==> src/sv/wpcd_pkg.sv <==
// ----------------------------------------------------------------------------
// wpcd_pkg: shared types and constants of the waveform peak column drawer
// Holds the register map, segment kinds, the command passed from the front
// to the back, and the finished segment record.
// ----------------------------------------------------------------------------
package wpcd_pkg;

  localparam int ROW_BITS     = 12;
  localparam int MAX_CHANNELS = 8;
  localparam int PHASE_BITS   = (MAX_CHANNELS > 1) ? $clog2(MAX_CHANNELS) : 1;

  localparam int COL_BITS     = 16;
  localparam int SAMPLE_BITS  = 16;
  localparam int POS_BITS     = 48;
  localparam int RATIO_BITS   = 32;
  localparam int GAIN_BITS    = 20;
  localparam int CCOUNT_BITS  = 4;
  localparam int CSEL_BITS    = 3;
  localparam int CFG_IDX_BITS = 3;
  localparam int CFG_DAT_BITS = 32;

  // gain is unsigned, so one extra bit keeps the product signed
  localparam int PROD_BITS    = GAIN_BITS + 1 + SAMPLE_BITS;

  localparam int MAX_CMDS     = 3;
  localparam int CMD_DEPTH    = 4;
  localparam int OUT_DEPTH    = 8;

  typedef enum logic [CFG_IDX_BITS-1:0] {
    REG_ZOOM_MODE      = 3'd0,
    REG_SCALE_RATIO    = 3'd1,
    REG_FIRST_BOUNDARY = 3'd2,
    REG_START_COLUMN   = 3'd3,
    REG_GAIN           = 3'd4,
    REG_CENTER_ROW     = 3'd5,
    REG_CHANNEL_COUNT  = 3'd6,
    REG_CHANNEL_SELECT = 3'd7
  } wpcd_reg_t;

  typedef enum logic [1:0] {
    SEG_BAR     = 2'd0,
    SEG_CONNECT = 2'd1,
    SEG_HOLD    = 2'd2
  } wpcd_kind_t;

  typedef struct packed {
    logic                    zoom_mode;
    logic [RATIO_BITS-1:0]   scale_ratio;
    logic [RATIO_BITS-1:0]   first_boundary;
    logic [COL_BITS-1:0]     start_column;
    logic [GAIN_BITS-1:0]    gain;
    logic [ROW_BITS-1:0]     center_row;
    logic [CCOUNT_BITS-1:0]  channel_count;
    logic [CSEL_BITS-1:0]    channel_select;
  } wpcd_cfg_t;

  // One command: a segment to draw (emit) and/or a previous-row update.
  // Rows come from val_a / val_b through the gain, or from the previous row.
  typedef struct packed {
    logic                          emit;
    logic                          last;
    logic                          a_prev;
    logic                          set_prev;
    wpcd_kind_t                    kind;
    logic [COL_BITS-1:0]           col;
    logic [COL_BITS-1:0]           col_end;
    logic signed [SAMPLE_BITS-1:0] val_a;
    logic signed [SAMPLE_BITS-1:0] val_b;
  } wpcd_cmd_t;

  typedef struct packed {
    logic [COL_BITS-1:0] column;
    logic [COL_BITS-1:0] column_end;
    logic [ROW_BITS-1:0] row_from;
    logic [ROW_BITS-1:0] row_to;
    wpcd_kind_t          kind;
    logic                last;
  } wpcd_seg_t;

endpackage

==> src/sv/wpcd_front.sv <==
// ----------------------------------------------------------------------------
// wpcd_front: sample classifier
// Picks the drawn channel, tracks column boundaries and the open run, and
// turns each accepted sample into up to three commands for the back end.
// ----------------------------------------------------------------------------
module wpcd_front
  import wpcd_pkg::*;
(
  input  logic                          clk,
  input  logic                          rst,
  input  wpcd_cfg_t                     cfg,
  input  logic                          push,
  output logic                          full,
  input  logic signed [SAMPLE_BITS-1:0] sample,
  input  logic                          end_of_range,
  output logic                          q_push,
  output wpcd_cmd_t                     q_din,
  input  logic                          q_full
);

  localparam int CNT_BITS = $clog2(MAX_CMDS + 1);

  logic signed [SAMPLE_BITS-1:0] run_min, run_max;
  logic signed [SAMPLE_BITS-1:0] run_min_next, run_max_next;
  logic [COL_BITS-1:0]           cur_column, cur_column_next;
  logic [POS_BITS-1:0]           frame_position, frame_position_next;
  logic [POS_BITS-1:0]           boundary_position, boundary_position_next;
  logic [PHASE_BITS-1:0]         channel_phase, channel_phase_next;
  logic                          column_open, column_open_next;
  logic                          first_seen, first_seen_next;

  wpcd_cmd_t                     bundle [MAX_CMDS];
  wpcd_cmd_t                     bundle_next [MAX_CMDS];
  logic [CNT_BITS-1:0]           bcount, bcount_next;
  logic [CNT_BITS-1:0]           bidx;

  logic pending, accept;

  function automatic wpcd_cmd_t mk_cmd(
    input logic                          emit,
    input logic                          a_prev,
    input logic                          set_prev,
    input wpcd_kind_t                    kind,
    input logic [COL_BITS-1:0]           col,
    input logic [COL_BITS-1:0]           col_end,
    input logic signed [SAMPLE_BITS-1:0] val_a,
    input logic signed [SAMPLE_BITS-1:0] val_b
  );
    wpcd_cmd_t c;
    c.emit     = emit;
    c.last     = 1'b0;
    c.a_prev   = a_prev;
    c.set_prev = set_prev;
    c.kind     = kind;
    c.col      = col;
    c.col_end  = col_end;
    c.val_a    = val_a;
    c.val_b    = val_b;
    return c;
  endfunction

  assign pending = (bidx < bcount);
  assign q_push  = pending && !q_full;
  assign q_din   = bundle[bidx];
  // take a new sample once the last command of the current one goes out
  assign full    = pending && !(q_push && (bidx + 1'b1 == bcount));
  assign accept  = push && !full;

  always_comb begin
    logic [4:0]            cc;
    logic [4:0]            ph;
    logic [4:0]            ph_inc;
    logic                  selected;
    logic [RATIO_BITS-1:0] step;
    logic [POS_BITS-1:0]   pos;
    logic [POS_BITS-1:0]   pos_end;
    logic [CNT_BITS-1:0]   n;
    logic [CNT_BITS-1:0]   li;
    logic                  any_emit;

    run_min_next           = run_min;
    run_max_next           = run_max;
    cur_column_next        = cur_column;
    frame_position_next    = frame_position;
    boundary_position_next = boundary_position;
    column_open_next       = column_open;
    first_seen_next        = first_seen;
    for (int i = 0; i < MAX_CMDS; i++) begin
      bundle_next[i] = '0;
    end
    n        = '0;
    li       = '0;
    any_emit = 1'b0;
    pos      = '0;
    pos_end  = '0;

    if (cfg.channel_count == '0) begin
      cc = 5'd1;
    end else if (int'(cfg.channel_count) > MAX_CHANNELS) begin
      cc = 5'(MAX_CHANNELS);
    end else begin
      cc = 5'(cfg.channel_count);
    end
    ph       = (5'(channel_phase) >= cc) ? 5'd0 : 5'(channel_phase);
    selected = (ph == 5'(cfg.channel_select));
    ph_inc   = ph + 5'd1;
    channel_phase_next = (ph_inc >= cc) ? '0 : PHASE_BITS'(ph_inc);

    step = (cfg.scale_ratio < 32'h0001_0000) ? 32'h0001_0000 : cfg.scale_ratio;

    if (selected) begin
      if (!cfg.zoom_mode) begin
        if (!first_seen) begin
          first_seen_next        = 1'b1;
          cur_column_next        = cfg.start_column;
          frame_position_next    = '0;
          boundary_position_next = (cfg.first_boundary == '0) ?
                                   POS_BITS'(step) : POS_BITS'(cfg.first_boundary);
          run_min_next           = sample;
          run_max_next           = sample;
          column_open_next       = 1'b1;
          bundle_next[n] = mk_cmd(1'b0, 1'b0, 1'b1, SEG_BAR,
                                  '0, '0, sample, sample);
          n = n + 1'b1;
        end else begin
          frame_position_next = frame_position + POS_BITS'(32'h0001_0000);
          if (!column_open) begin
            run_min_next     = sample;
            run_max_next     = sample;
            column_open_next = 1'b1;
            bundle_next[n] = mk_cmd(1'b0, 1'b0, 1'b1, SEG_BAR,
                                    '0, '0, sample, sample);
            n = n + 1'b1;
          end else if (frame_position_next >= boundary_position) begin
            bundle_next[n] = mk_cmd(1'b1, 1'b0, 1'b0, SEG_BAR,
                                    cur_column, cur_column, run_min, run_max);
            n = n + 1'b1;
            cur_column_next        = cur_column + 1'b1;
            boundary_position_next = boundary_position + POS_BITS'(step);
            if (sample < run_min || sample > run_max) begin
              bundle_next[n] = mk_cmd(1'b1, 1'b1, 1'b1, SEG_CONNECT,
                                      cur_column_next, cur_column_next,
                                      sample, sample);
            end else begin
              bundle_next[n] = mk_cmd(1'b0, 1'b0, 1'b1, SEG_BAR,
                                      '0, '0, sample, sample);
            end
            n = n + 1'b1;
            run_min_next = sample;
            run_max_next = sample;
          end else begin
            if (sample < run_min) run_min_next = sample;
            if (sample > run_max) run_max_next = sample;
            bundle_next[n] = mk_cmd(1'b0, 1'b0, 1'b1, SEG_BAR,
                                    '0, '0, sample, sample);
            n = n + 1'b1;
          end
        end
      end else begin
        if (!first_seen) begin
          pos = (POS_BITS'(cfg.start_column) << 16) + POS_BITS'(cfg.first_boundary);
        end else begin
          pos = frame_position + POS_BITS'(cfg.scale_ratio);
        end
        pos_end             = pos + POS_BITS'(cfg.scale_ratio);
        frame_position_next = pos;
        first_seen_next     = 1'b1;
        column_open_next    = 1'b0;
        cur_column_next     = pos[31:16];
        // the first step of a range starts on its own row
        bundle_next[n] = mk_cmd(1'b1, first_seen, 1'b1, SEG_CONNECT,
                                pos[31:16], pos[31:16], sample, sample);
        n = n + 1'b1;
        bundle_next[n] = mk_cmd(1'b1, 1'b0, 1'b0, SEG_HOLD,
                                pos[31:16] + 1'b1, pos_end[31:16],
                                sample, sample);
        n = n + 1'b1;
      end
    end

    if (end_of_range) begin
      if (column_open_next) begin
        bundle_next[n] = mk_cmd(1'b1, 1'b0, 1'b0, SEG_BAR,
                                cur_column_next, cur_column_next,
                                run_min_next, run_max_next);
        n = n + 1'b1;
      end
      column_open_next   = 1'b0;
      first_seen_next    = 1'b0;
      channel_phase_next = '0;
    end

    for (int i = 0; i < MAX_CMDS; i++) begin
      if (CNT_BITS'(i) < n && bundle_next[i].emit) begin
        li       = CNT_BITS'(i);
        any_emit = 1'b1;
      end
    end
    if (any_emit) begin
      bundle_next[li].last = 1'b1;
    end
    bcount_next = n;
  end

  always_ff @(posedge clk) begin
    if (rst) begin
      run_min           <= '0;
      run_max           <= '0;
      cur_column        <= '0;
      frame_position    <= '0;
      boundary_position <= '0;
      channel_phase     <= '0;
      column_open       <= 1'b0;
      first_seen        <= 1'b0;
      bcount            <= '0;
      bidx              <= '0;
    end else if (accept) begin
      run_min           <= run_min_next;
      run_max           <= run_max_next;
      cur_column        <= cur_column_next;
      frame_position    <= frame_position_next;
      boundary_position <= boundary_position_next;
      channel_phase     <= channel_phase_next;
      column_open       <= column_open_next;
      first_seen        <= first_seen_next;
      bcount            <= bcount_next;
      bidx              <= '0;
    end else if (q_push) begin
      bidx <= bidx + 1'b1;
    end
  end

  always_ff @(posedge clk) begin
    if (accept) begin
      for (int i = 0; i < MAX_CMDS; i++) begin
        bundle[i] <= bundle_next[i];
      end
    end
  end

endmodule

==> src/sv/wpcd_cmd_queue.sv <==
// ----------------------------------------------------------------------------
// wpcd_cmd_queue: command queue between front and back
// Short first-in first-out store so that either side can stall alone.
// ----------------------------------------------------------------------------
module wpcd_cmd_queue
  import wpcd_pkg::*;
(
  input  logic      clk,
  input  logic      rst,
  input  logic      push,
  input  wpcd_cmd_t din,
  output logic      full,
  input  logic      pop,
  output wpcd_cmd_t dout,
  output logic      empty
);

  localparam int PTR_BITS = $clog2(CMD_DEPTH);

  wpcd_cmd_t             mem [CMD_DEPTH];
  logic [PTR_BITS-1:0]   head, tail;
  logic [PTR_BITS:0]     count;

  assign full  = (count == (PTR_BITS+1)'(CMD_DEPTH));
  assign empty = (count == '0);
  assign dout  = mem[head];

  always_ff @(posedge clk) begin
    if (rst) begin
      head  <= '0;
      tail  <= '0;
      count <= '0;
    end else begin
      if (push && !full) tail <= tail + 1'b1;
      if (pop && !empty) head <= head + 1'b1;
      case ({push && !full, pop && !empty})
        2'b10:   count <= count + 1'b1;
        2'b01:   count <= count - 1'b1;
        default: count <= count;
      endcase
    end
  end

  always_ff @(posedge clk) begin
    if (push && !full) mem[tail] <= din;
  end

endmodule

==> src/sv/wpcd_back.sv <==
// ----------------------------------------------------------------------------
// wpcd_back: segment builder
// Scales sample values to display rows, resolves the previous row and
// queues finished segments for the result side.
// ----------------------------------------------------------------------------
module wpcd_back
  import wpcd_pkg::*;
(
  input  logic      clk,
  input  logic      rst,
  input  wpcd_cfg_t cfg,
  input  wpcd_cmd_t q_dout,
  input  logic      q_empty,
  output logic      q_pop,
  output wpcd_seg_t seg,
  output logic      empty,
  input  logic      pop
);

  localparam int PTR_BITS = $clog2(OUT_DEPTH);
  localparam int R_BITS   = PROD_BITS + 1 - 16;
  localparam int ROW_W    = R_BITS + 1;

  logic                        a_valid;
  wpcd_cmd_t                   a_cmd;
  logic signed [PROD_BITS-1:0] a_prod_a, a_prod_b;
  logic [ROW_BITS-1:0]         prev_row;
  logic [ROW_BITS-1:0]         row_a, row_b;
  wpcd_seg_t                   seg_new;
  logic                        wr;

  wpcd_seg_t                   mem [OUT_DEPTH];
  logic [PTR_BITS-1:0]         head, tail;
  logic [PTR_BITS:0]           count;

  // row = center - floor((p + 2^15) / 2^16), held to the display
  function automatic logic [ROW_BITS-1:0] to_row(
    input logic signed [PROD_BITS-1:0] p,
    input logic [ROW_BITS-1:0]         center
  );
    logic signed [PROD_BITS:0] t;
    logic signed [R_BITS-1:0]  r;
    logic signed [ROW_W-1:0]   row;
    t   = (PROD_BITS+1)'(p) + (PROD_BITS+1)'(32768);
    r   = t[PROD_BITS:16];
    row = $signed(ROW_W'(center)) - ROW_W'(r);
    if (row < 0) begin
      return '0;
    end else if (row > $signed(ROW_W'({ROW_BITS{1'b1}}))) begin
      return '1;
    end else begin
      return row[ROW_BITS-1:0];
    end
  endfunction

  // leave room for the command in flight
  assign q_pop = !q_empty && ((int'(count) + int'(a_valid)) < OUT_DEPTH);

  always_ff @(posedge clk) begin
    if (rst) begin
      a_valid <= 1'b0;
    end else begin
      a_valid <= q_pop;
    end
  end

  always_ff @(posedge clk) begin
    if (q_pop) begin
      a_cmd    <= q_dout;
      a_prod_a <= $signed({1'b0, cfg.gain}) * q_dout.val_a;
      a_prod_b <= $signed({1'b0, cfg.gain}) * q_dout.val_b;
    end
  end

  always_comb begin
    row_a              = to_row(a_prod_a, cfg.center_row);
    row_b              = to_row(a_prod_b, cfg.center_row);
    seg_new.column     = a_cmd.col;
    seg_new.column_end = a_cmd.col_end;
    seg_new.row_from   = a_cmd.a_prev ? prev_row : row_a;
    seg_new.row_to     = row_b;
    seg_new.kind       = a_cmd.kind;
    seg_new.last       = a_cmd.last;
  end

  assign wr = a_valid && a_cmd.emit;

  always_ff @(posedge clk) begin
    if (rst) begin
      prev_row <= '0;
    end else if (a_valid && a_cmd.set_prev) begin
      prev_row <= row_b;
    end
  end

  assign empty = (count == '0);
  assign seg   = mem[head];

  always_ff @(posedge clk) begin
    if (rst) begin
      head  <= '0;
      tail  <= '0;
      count <= '0;
    end else begin
      if (wr) tail <= tail + 1'b1;
      if (pop && !empty) head <= head + 1'b1;
      case ({wr, pop && !empty})
        2'b10:   count <= count + 1'b1;
        2'b01:   count <= count - 1'b1;
        default: count <= count;
      endcase
    end
  end

  always_ff @(posedge clk) begin
    if (wr) mem[tail] <= seg_new;
  end

endmodule

==> src/sv/waveform_peak_column_drawer_core.sv <==
// ----------------------------------------------------------------------------
// waveform_peak_column_drawer_core: min-max waveform column drawer
// Turns an interleaved 16-bit sample stream into display line segments.
// ----------------------------------------------------------------------------
// Each accepted sample becomes up to three internal commands (a run update,
// a min-max bar, a connector or a step and hold, a closing bar), and the
// front pushes one command per cycle while the queue is not full into a
// four-deep command queue; a new sample is taken in the cycle the previous
// sample's last command goes out. So a sample that only extends a column
// or is not on the drawn channel gives at most one command, a sample that
// closes a column or is drawn in expand mode gives two, and one that also
// ends the range up to three. The back end scales both rows of a command in
// one multiplier stage and places the segment in an eight-deep result queue,
// which it reaches through the command queue and that stage. Configuration
// is taken at once (cfg_ready is always high) and must be written while the
// block is idle. Nothing needs clearing after reset.
// ----------------------------------------------------------------------------
module waveform_peak_column_drawer_core
  import wpcd_pkg::*;
(
  input  logic                          clk,
  input  logic                          rst,
  input  logic                          push,
  output logic                          full,
  input  logic signed [SAMPLE_BITS-1:0] sample,
  input  logic                          end_of_range,
  output logic                          empty,
  input  logic                          pop,
  output logic [COL_BITS-1:0]           column,
  output logic [COL_BITS-1:0]           column_end,
  output logic [ROW_BITS-1:0]           row_from,
  output logic [ROW_BITS-1:0]           row_to,
  output logic [1:0]                    segment_kind,
  output logic                          last_of_run,
  input  logic                          cfg_valid,
  output logic                          cfg_ready,
  input  logic [CFG_IDX_BITS-1:0]       cfg_index,
  input  logic [CFG_DAT_BITS-1:0]       cfg_data
);

  wpcd_cfg_t cfg;
  wpcd_cmd_t q_din, q_dout;
  wpcd_seg_t seg;
  logic      q_push, q_full, q_pop, q_empty;

  assign cfg_ready = 1'b1;

  always_ff @(posedge clk) begin
    if (rst) begin
      cfg.zoom_mode      <= 1'b0;
      cfg.scale_ratio    <= 32'h0001_0000;
      cfg.first_boundary <= 32'h0001_0000;
      cfg.start_column   <= '0;
      cfg.gain           <= 20'd4096;
      cfg.center_row     <= ROW_BITS'(2048);
      cfg.channel_count  <= 4'd1;
      cfg.channel_select <= '0;
    end else if (cfg_valid && cfg_ready) begin
      case (wpcd_reg_t'(cfg_index))
        REG_ZOOM_MODE:      cfg.zoom_mode      <= cfg_data[0];
        REG_SCALE_RATIO:    cfg.scale_ratio    <= cfg_data[RATIO_BITS-1:0];
        REG_FIRST_BOUNDARY: cfg.first_boundary <= cfg_data[RATIO_BITS-1:0];
        REG_START_COLUMN:   cfg.start_column   <= cfg_data[COL_BITS-1:0];
        REG_GAIN:           cfg.gain           <= cfg_data[GAIN_BITS-1:0];
        REG_CENTER_ROW:     cfg.center_row     <= cfg_data[ROW_BITS-1:0];
        REG_CHANNEL_COUNT:  cfg.channel_count  <= cfg_data[CCOUNT_BITS-1:0];
        REG_CHANNEL_SELECT: cfg.channel_select <= cfg_data[CSEL_BITS-1:0];
        default:            cfg                <= cfg;
      endcase
    end
  end

  wpcd_front u_front (
    .clk          (clk),
    .rst          (rst),
    .cfg          (cfg),
    .push         (push),
    .full         (full),
    .sample       (sample),
    .end_of_range (end_of_range),
    .q_push       (q_push),
    .q_din        (q_din),
    .q_full       (q_full)
  );

  wpcd_cmd_queue u_cmd_queue (
    .clk   (clk),
    .rst   (rst),
    .push  (q_push),
    .din   (q_din),
    .full  (q_full),
    .pop   (q_pop),
    .dout  (q_dout),
    .empty (q_empty)
  );

  wpcd_back u_back (
    .clk     (clk),
    .rst     (rst),
    .cfg     (cfg),
    .q_dout  (q_dout),
    .q_empty (q_empty),
    .q_pop   (q_pop),
    .seg     (seg),
    .empty   (empty),
    .pop     (pop)
  );

  assign column       = seg.column;
  assign column_end   = seg.column_end;
  assign row_from     = seg.row_from;
  assign row_to       = seg.row_to;
  assign segment_kind = seg.kind;
  assign last_of_run  = seg.last;

endmodule
==> config.mk <==
export PLATFORM = sky130hd
export DESIGN_NAME = waveform_peak_column_drawer_core
export DESIGN_NICKNAME = d
export VERILOG_FILES = /design/src/sv/wpcd_pkg.sv /design/src/sv/wpcd_front.sv /design/src/sv/wpcd_cmd_queue.sv /design/src/sv/wpcd_back.sv /design/src/sv/waveform_peak_column_drawer_core.sv
export SDC_FILE = /design/constraint.sdc
export NUM_CORES = 2
export LEC_CHECK = 0
export BUFFER_PORTS_ARGS = -buffer_cell sky130_fd_sc_hd__clkbuf_2
export CORE_MARGIN = 2
export CORE_UTILIZATION = 45
export CTS_CLUSTER_DIAMETER = 150
export DETAILED_ROUTE_END_ITERATION = 10
export SLEW_MARGIN = 20
export SYNTH_ARGS = -nofsm -noshare
export SYNTH_HDL_FRONTEND = slang
export SYNTH_SLANG_ARGS = --single-unit
==> constraint.sdc <==
create_clock -name clk -period 9.94 [get_ports clk]
set_input_delay 0.994 -clock clk [delete_from_list [all_inputs] [get_ports clk]]
set_output_delay 0.994 -clock clk [all_outputs]
set_load 0.05 [all_outputs]
Word level (Yosys, flattened, before mapping)
Memory sizes are Yosys's and may differ from the RTL's. A register that Yosys moved wholly into a read port is not among the register bits.
Cells that the tools add are included.
{ "totals": {"ff_bits": 415, "ramBits": 962, "input_bits": 57, "output_inout_bits": 62, "elab_cells": 229, "mem_count": 3} }
{ "mem_list": {"columns": ["memory", "words", "width", "rd", "rd_ports_with_merged_regs", "wr", "line", "source"], "rows": [
  ["u_back.mem", 8, 59, 1, 1, 1, "wpcd_back.sv:32", "wpcd_seg_t mem [OUT_DEPTH];"],
  ["u_cmd_queue.mem", 4, 70, 1, 1, 1, "wpcd_cmd_queue.sv:20", "wpcd_cmd_t mem [CMD_DEPTH];"],
  ["u_front.bundle", 3, 70, 1, 1, 3, "wpcd_front.sv:32", "wpcd_cmd_t bundle [MAX_CMDS];"]
]} }
{ "classes": {"addsub": 23, "multipliers": 2, "magnitude_cmp": 20, "eq_ne": 16, "n_mux": 86, "bitwise_logic": 3, "n_reduce_logical": 41} }
{ "ops": {"columns": ["operator", "count"], "rows": [
  ["$mux 210", 3],
  ["$mux 70", 8],
  ["$bwmux 210", 2],
  ["$mux 48", 8],
  ["$demux 70 s2", 2],
  ["$mux 140", 2],
  ["$mux 16", 17],
  ["$add 48x32->48", 2],
  ["$add 37x17->38 const B", 2],
  ["$mul 21x16->37", 2],
  ["$mux 69", 1],
  ["$mux 32", 2],
  ["$mux 12", 5],
  ["$add 48x17->48 const B", 1],
  ["$ge 48x48->1", 1],
  ["$gt 23x13->1 const B", 2],
  ["$lt 23x1->1 const B", 2],
  ["$sub 13x22->23", 2],
  ["$add 32x32->33", 1],
  ["$add 16x1->16 const B", 2],
  ["$add 32x32->32", 1],
  ["$logic_not 32->1", 1],
  ["$lt 32x17->1 const B", 1],
  ["$lt 32x5->1 const B", 1],
  ["other kinds (43)", 120]
]} }

Longest topological paths before layout
{ "logic_depth": {"ltp_word": 25, "mapped_depth": 30, "mapped_depth_nobuf": 27} }

Cells and area by module
Synthesis repeated with hierarchy kept, for this count alone.
{ "unflattened": {"hier_cells": 7689, "hier_area_um2": 85978.7} }
{ "modules_own_cells": {"columns": ["module", "instances", "cells_per_inst", "area_each_um2", "seq_area_each_um2"], "rows": [
  ["wpcd_back", 1, 3688, 44542.7, 17156.5],
  ["wpcd_front", 1, 3138, 25902.3, 8237.9],
  ["wpcd_cmd_queue", 1, 420, 10650.2, 8588.2],
  ["waveform_peak_column_drawer_core", 1, 443, 4883.4, 2402.3]
]} }

Worst setup path after synthesis
Ideal clock, no wire load.
{ "synth_path": {"path_kind": "reg2reg", "from": "reg u_front.bcount[1]", "to": "mem u_front.bundle[0][0] (netlist bit) (enable)", "arrival_ns": 7.137, "t_required_ns": 9.336, "path_slack_ns": 2.199, "stages_incl_launch_ff": 11, "path_buffers": 3, "path_cell_list": "dfxtp_1 inv_1 ha_1 a21oi_1 a21boi_2 a21boi_1 nand2b_1 buf_2 inv_2 clkbuf_1 clkbuf_1"} }
{ "synth_lines": {"columns": ["item", "line", "source"], "rows": [
  ["start: declaration", "wpcd_front.sv:34", "logic [CNT_BITS-1:0] bcount, bcount_next;"],
  ["start signal: assignment", "wpcd_front.sv:226", "bcount <= bcount_next;"],
  ["end: declaration", "wpcd_front.sv:32", null]
]} }

==> metrics.log <==
[metrics] status: completed
[metrics] total negative slack for setup checks: 0 ps
[metrics] number of ports placed on the die boundary: 119
[metrics] number of pins with negative max-slew slack in the final report: 0
[metrics] post-detailed-route via-to-cell ratio: 5.621
[metrics] horizontal extent of the die: 436.3 um
[metrics] Rel. slew slack: 24.49%
[metrics] initial antenna violation count: 6
[metrics] Max-Cap Viols: 0
[metrics] kind of path behind the tightest hold check: reg2reg
[metrics] buffers and inverters on the worst path: 3
[metrics] final routed wirelength across all metal layers: 225.9 mm
[metrics] post-cts sizing count: 0
[metrics] global-route usage over all layers: 23.67%
[metrics] sequential cell area fraction in the yosys report: 43.31%
[metrics] maximum number of pins on one net before global-route repair: 100
[metrics] startpoint type of the worst setup path: flip-flop
[metrics] area of the die: 190300 um2
[metrics] final period demand of the worst path: 8156 ps
[metrics] RD Place Congestion: 0.9255
[metrics] number of enable-type register cells in the synthesized netlist: 1006
[metrics] PortBufs: 117
[metrics] distinct cell type count of the synthesized netlist: 103
[metrics] most frequent cells in the layout: sky130_fd_sc_hd__edfxtp_1, sky130_fd_sc_hd__nand2_1, sky130_fd_sc_hd__inv_1
[metrics] most area-hungry cell type in the Yosys netlist: sky130_fd_sc_hd__edfxtp_1
[metrics] static leakage power: 0.03596 uW
[metrics] crit-path max FO: 48
[metrics] deepest clock path buffer count: 3
[metrics] Detail Route Antenna Nets: 0
[metrics] first-pass GRT wire length: 347.2 mm
[metrics] number of CTS-inserted buffers: 140
[metrics] number of instances in the synthesized netlist: 7614
[metrics] worst ir drop on vdd: 214.6 uV
[metrics] worst-path cell with the longest stage delay: sky130_fd_sc_hd__dfxtp_4
[metrics] commonest register cell after synthesis: sky130_fd_sc_hd__edfxtp_1
[metrics] arrival time reported for the critical path endpoint: 8680 ps
[metrics] CTS hold repair buffers: 0
[metrics] CP max stage delay: 860 ps
[metrics] instance area after placement: 87110 um2
[metrics] ranking of synthesized cells by area: sky130_fd_sc_hd__edfxtp_1, sky130_fd_sc_hd__fa_1, sky130_fd_sc_hd__ha_1, sky130_fd_sc_hd__dfxtp_1, sky130_fd_sc_hd__mux4_2
[metrics] utilization after layout: 49.44%
[metrics] dominant delay contributor by cell family on the critical path: adder cells
[metrics] overall overflow remaining after global route: 0
[metrics] async set or reset register ratio after synthesis: 0%
[metrics] CP Class: reg2reg
[metrics] Detailed Routing Iterations Pass 1: 6
[metrics] Synth warnings: 0
[metrics] number of clock sinks: 1316
[metrics] effective utilization at floorplan: 45.30%
[metrics] post-DR wirelength/cell: 22.24 um
[metrics] Crit. End Element: flip-flop
[metrics] proportion of netlist area held by the largest area contributor: 35.93%
[metrics] clock latency on the worst-skew pair: 800 ps
[metrics] Root Buffer Master: sky130_fd_sc_hd__clkbuf_16
[metrics] clock tree from TritonCTS: done
[metrics] fraction of final layout cells sized beyond drive strength 1: 10.32%
[metrics] post-detail-place hpwl: 163.4 mm
[metrics] Synth Register Bits: 1316
[metrics] required time of the critical path: 10460 ps
[metrics] total vias in the final route: 57100
[metrics] synthesized cell area: 84090 um2
[metrics] critical path cell sequence: mux4_2, nand2_1, fa_1, inv_1, fa_1, fa_1, inv_1, fa_1, inv_1, fa_1, fa_1, ha_1, a211o_1, a2111oi_0, a21oi_1, a221oi_2, o21ai_1, a221oi_1, o21ai_1, nor4_1, a311oi_1
[metrics] detailed-route DRC error count: 0
[metrics] Hold Fails Final Rpt: 0
[metrics] row cnt: 158
[metrics] most common cell after layout, fill and taps aside: sky130_fd_sc_hd__edfxtp_1
[metrics] clock transition at the registers of the reported paths: 60 ps
[metrics] total power after layout: 24830 uW
[metrics] mean post-synth cell area: 11.04 um2
[metrics] Worst-Margin Slew: 1125 ps
[metrics] crit-path most repeated cell: sky130_fd_sc_hd__fa_1
[metrics] number of DRC markers after the initial detailed-route iteration: 4481
[metrics] pre-CTS setup slack: 1757 ps
[metrics] maximum achievable frequency: 0.1226 GHz
[metrics] setup skew after layout: 33.96 ps
[metrics] areal power density over the cells: 270.6 nW/um2
[metrics] RSZ-0062 raised after global routing: no
[metrics] worst path setup slack after routing: 1784 ps
[metrics] count of endpoints failing setup in the final report: 0
[metrics] Die Y-Extent: 436.3 um
[metrics] antenna diode count: 0
[metrics] # Post-CTS Setup Buffers: 0
[metrics] Syn Nets: 8673
[metrics] Final #Nets: 8620
[metrics] count of H-tree levels built during CTS: 4
[metrics] post-route cell area: 91770 um2
[metrics] via count of the first global-routing pass: 58020
[metrics] Placeable Area: 185600 um2
[metrics] Area growth syn-to-layout: 9.142%
[metrics] share of the clock period used by the worst path: 82.05%
-- routing by layer --
| metal | global-route usage [%] | share of wire, % | routed length (um) | vias up |
|---|---|---|---|---|
| met5 | 0 | 0.0058 | 13 | - |
| met4 | 8.656 | 3.7 | 8372 | 2 |
| met3 | 3.756 | 5.6 | 12600 | 391 |
| met2 | 39.13 | 48 | 107400 | 1637 |
| met1 | 31.47 | 43 | 97550 | 28640 |
| li1 | - | - | - | 26440 |
-- where the power goes --
| group | internal [uW] | leakage, uW | switching, uW |
|---|---|---|---|
| clock | 2970 | 0.00224 | 2260 |
| sequential | 7730 | 0.0118 | 719 |
| combinational | 4160 | 0.0219 | 7000 |
-- registers in the layout (all words and copies together), names as in the netlist, 16 cells and up, named ones only --
signal / count
u_back.mem: 472
u_back.a_prod_b: 22
u_front.cur_column: 16
cfg: 120
u_front.run_min: 16
u_front.boundary_position: 48
u_front.run_max: 16
u_front.bundle: 172
u_back.a_cmd: 38
u_back.a_prod_a: 22
u_cmd_queue.mem: 280
u_front.frame_position: 48
-- cells in the mapped netlist, types with 50 or more instances --
| master | number |
|---|---|
| sky130_fd_sc_hd__nand2_1 | 888 |
| sky130_fd_sc_hd__a211oi_1 | 90 |
| sky130_fd_sc_hd__mux4_2 | 186 |
| sky130_fd_sc_hd__clkbuf_1 | 365 |
| sky130_fd_sc_hd__o21ai_0 | 213 |
| sky130_fd_sc_hd__xor2_1 | 102 |
| sky130_fd_sc_hd__and2_1 | 305 |
| sky130_fd_sc_hd__a21oi_1 | 447 |
| sky130_fd_sc_hd__nor2_1 | 415 |
| sky130_fd_sc_hd__nor3_1 | 89 |
| sky130_fd_sc_hd__xnor2_1 | 144 |
| sky130_fd_sc_hd__fa_1 | 505 |
| sky130_fd_sc_hd__nand2b_1 | 50 |
| sky130_fd_sc_hd__nand3_1 | 111 |
| sky130_fd_sc_hd__mux2_2 | 78 |
| sky130_fd_sc_hd__inv_1 | 817 |
| sky130_fd_sc_hd__dfxtp_1 | 310 |
| sky130_fd_sc_hd__mux2i_1 | 83 |
| sky130_fd_sc_hd__a22o_1 | 101 |
| sky130_fd_sc_hd__nand4_1 | 57 |
| sky130_fd_sc_hd__ha_1 | 497 |
| sky130_fd_sc_hd__edfxtp_1 | 1006 |
| sky130_fd_sc_hd__a21o_1 | 104 |
-- cell families after synthesis --
group | share of synthesized area, %
AND/OR/NAND/NOR | 11.94
multiplexers | 7.014
buffers and inverters | 5.543
flip-flops | 43.31
XOR/XNOR | 2.562
adder cells (fa/ha/maj) | 19.42
AO/OA/AOI/OAI | 10.21
other | 0.004460
-- worst reg2reg max path, cell delays in order (launching register included) --
cell and delay [ps]:
sky130_fd_sc_hd__dfxtp_4 860, sky130_fd_sc_hd__mux4_2 670, sky130_fd_sc_hd__nand2_1 150, sky130_fd_sc_hd__fa_1 550, sky130_fd_sc_hd__inv_1 60, sky130_fd_sc_hd__fa_1 510
sky130_fd_sc_hd__fa_1 520, sky130_fd_sc_hd__inv_1 50, sky130_fd_sc_hd__fa_1 530, sky130_fd_sc_hd__inv_1 50, sky130_fd_sc_hd__fa_1 490, sky130_fd_sc_hd__fa_1 410
sky130_fd_sc_hd__ha_1 340, sky130_fd_sc_hd__a211o_1 300, sky130_fd_sc_hd__a2111oi_0 340, sky130_fd_sc_hd__a21oi_1 240, sky130_fd_sc_hd__a221oi_2 560, sky130_fd_sc_hd__o21ai_1 230
sky130_fd_sc_hd__a221oi_1 510, sky130_fd_sc_hd__o21ai_1 210, sky130_fd_sc_hd__nor4_1 230, sky130_fd_sc_hd__a311oi_1 100
-- path summary, 6_finish.rpt --
path	from	end	slack (ps)	cells past startpoint
worst max-delay path	flip-flop	u_back.a_prod_b[36]	1780	21
worst min-delay path	u_back.prev_row[0]	u_back.prev_row[0]	450	2
worst max register to register	flip-flop	u_back.a_prod_b[36]	1780	21
worst min register to register	u_back.prev_row[0]	u_back.prev_row[0]	450	2
-- stage by stage --
stage,hold WS [ps],std cells
floorplan,423.7,7614
finish,447.2,10160
detailed placement,440.2,9899
global placement,432.5,9899
global route,448.8,10160
CTS,416.0,10160
-- area by class of cell --
class                           instances  area [um2]
Fill cell                           16500       93860
Multi-Input combinational cell       5065       43120
Sequential cell                      1316       36450
Clock buffer                          183        3797
Tap cell                             2480        3103
Inverter                              820        3085
Timing Repair Buffer                  218        1365
Clock inverter                         76       860.8
Power figures use the tool's default switching activity.
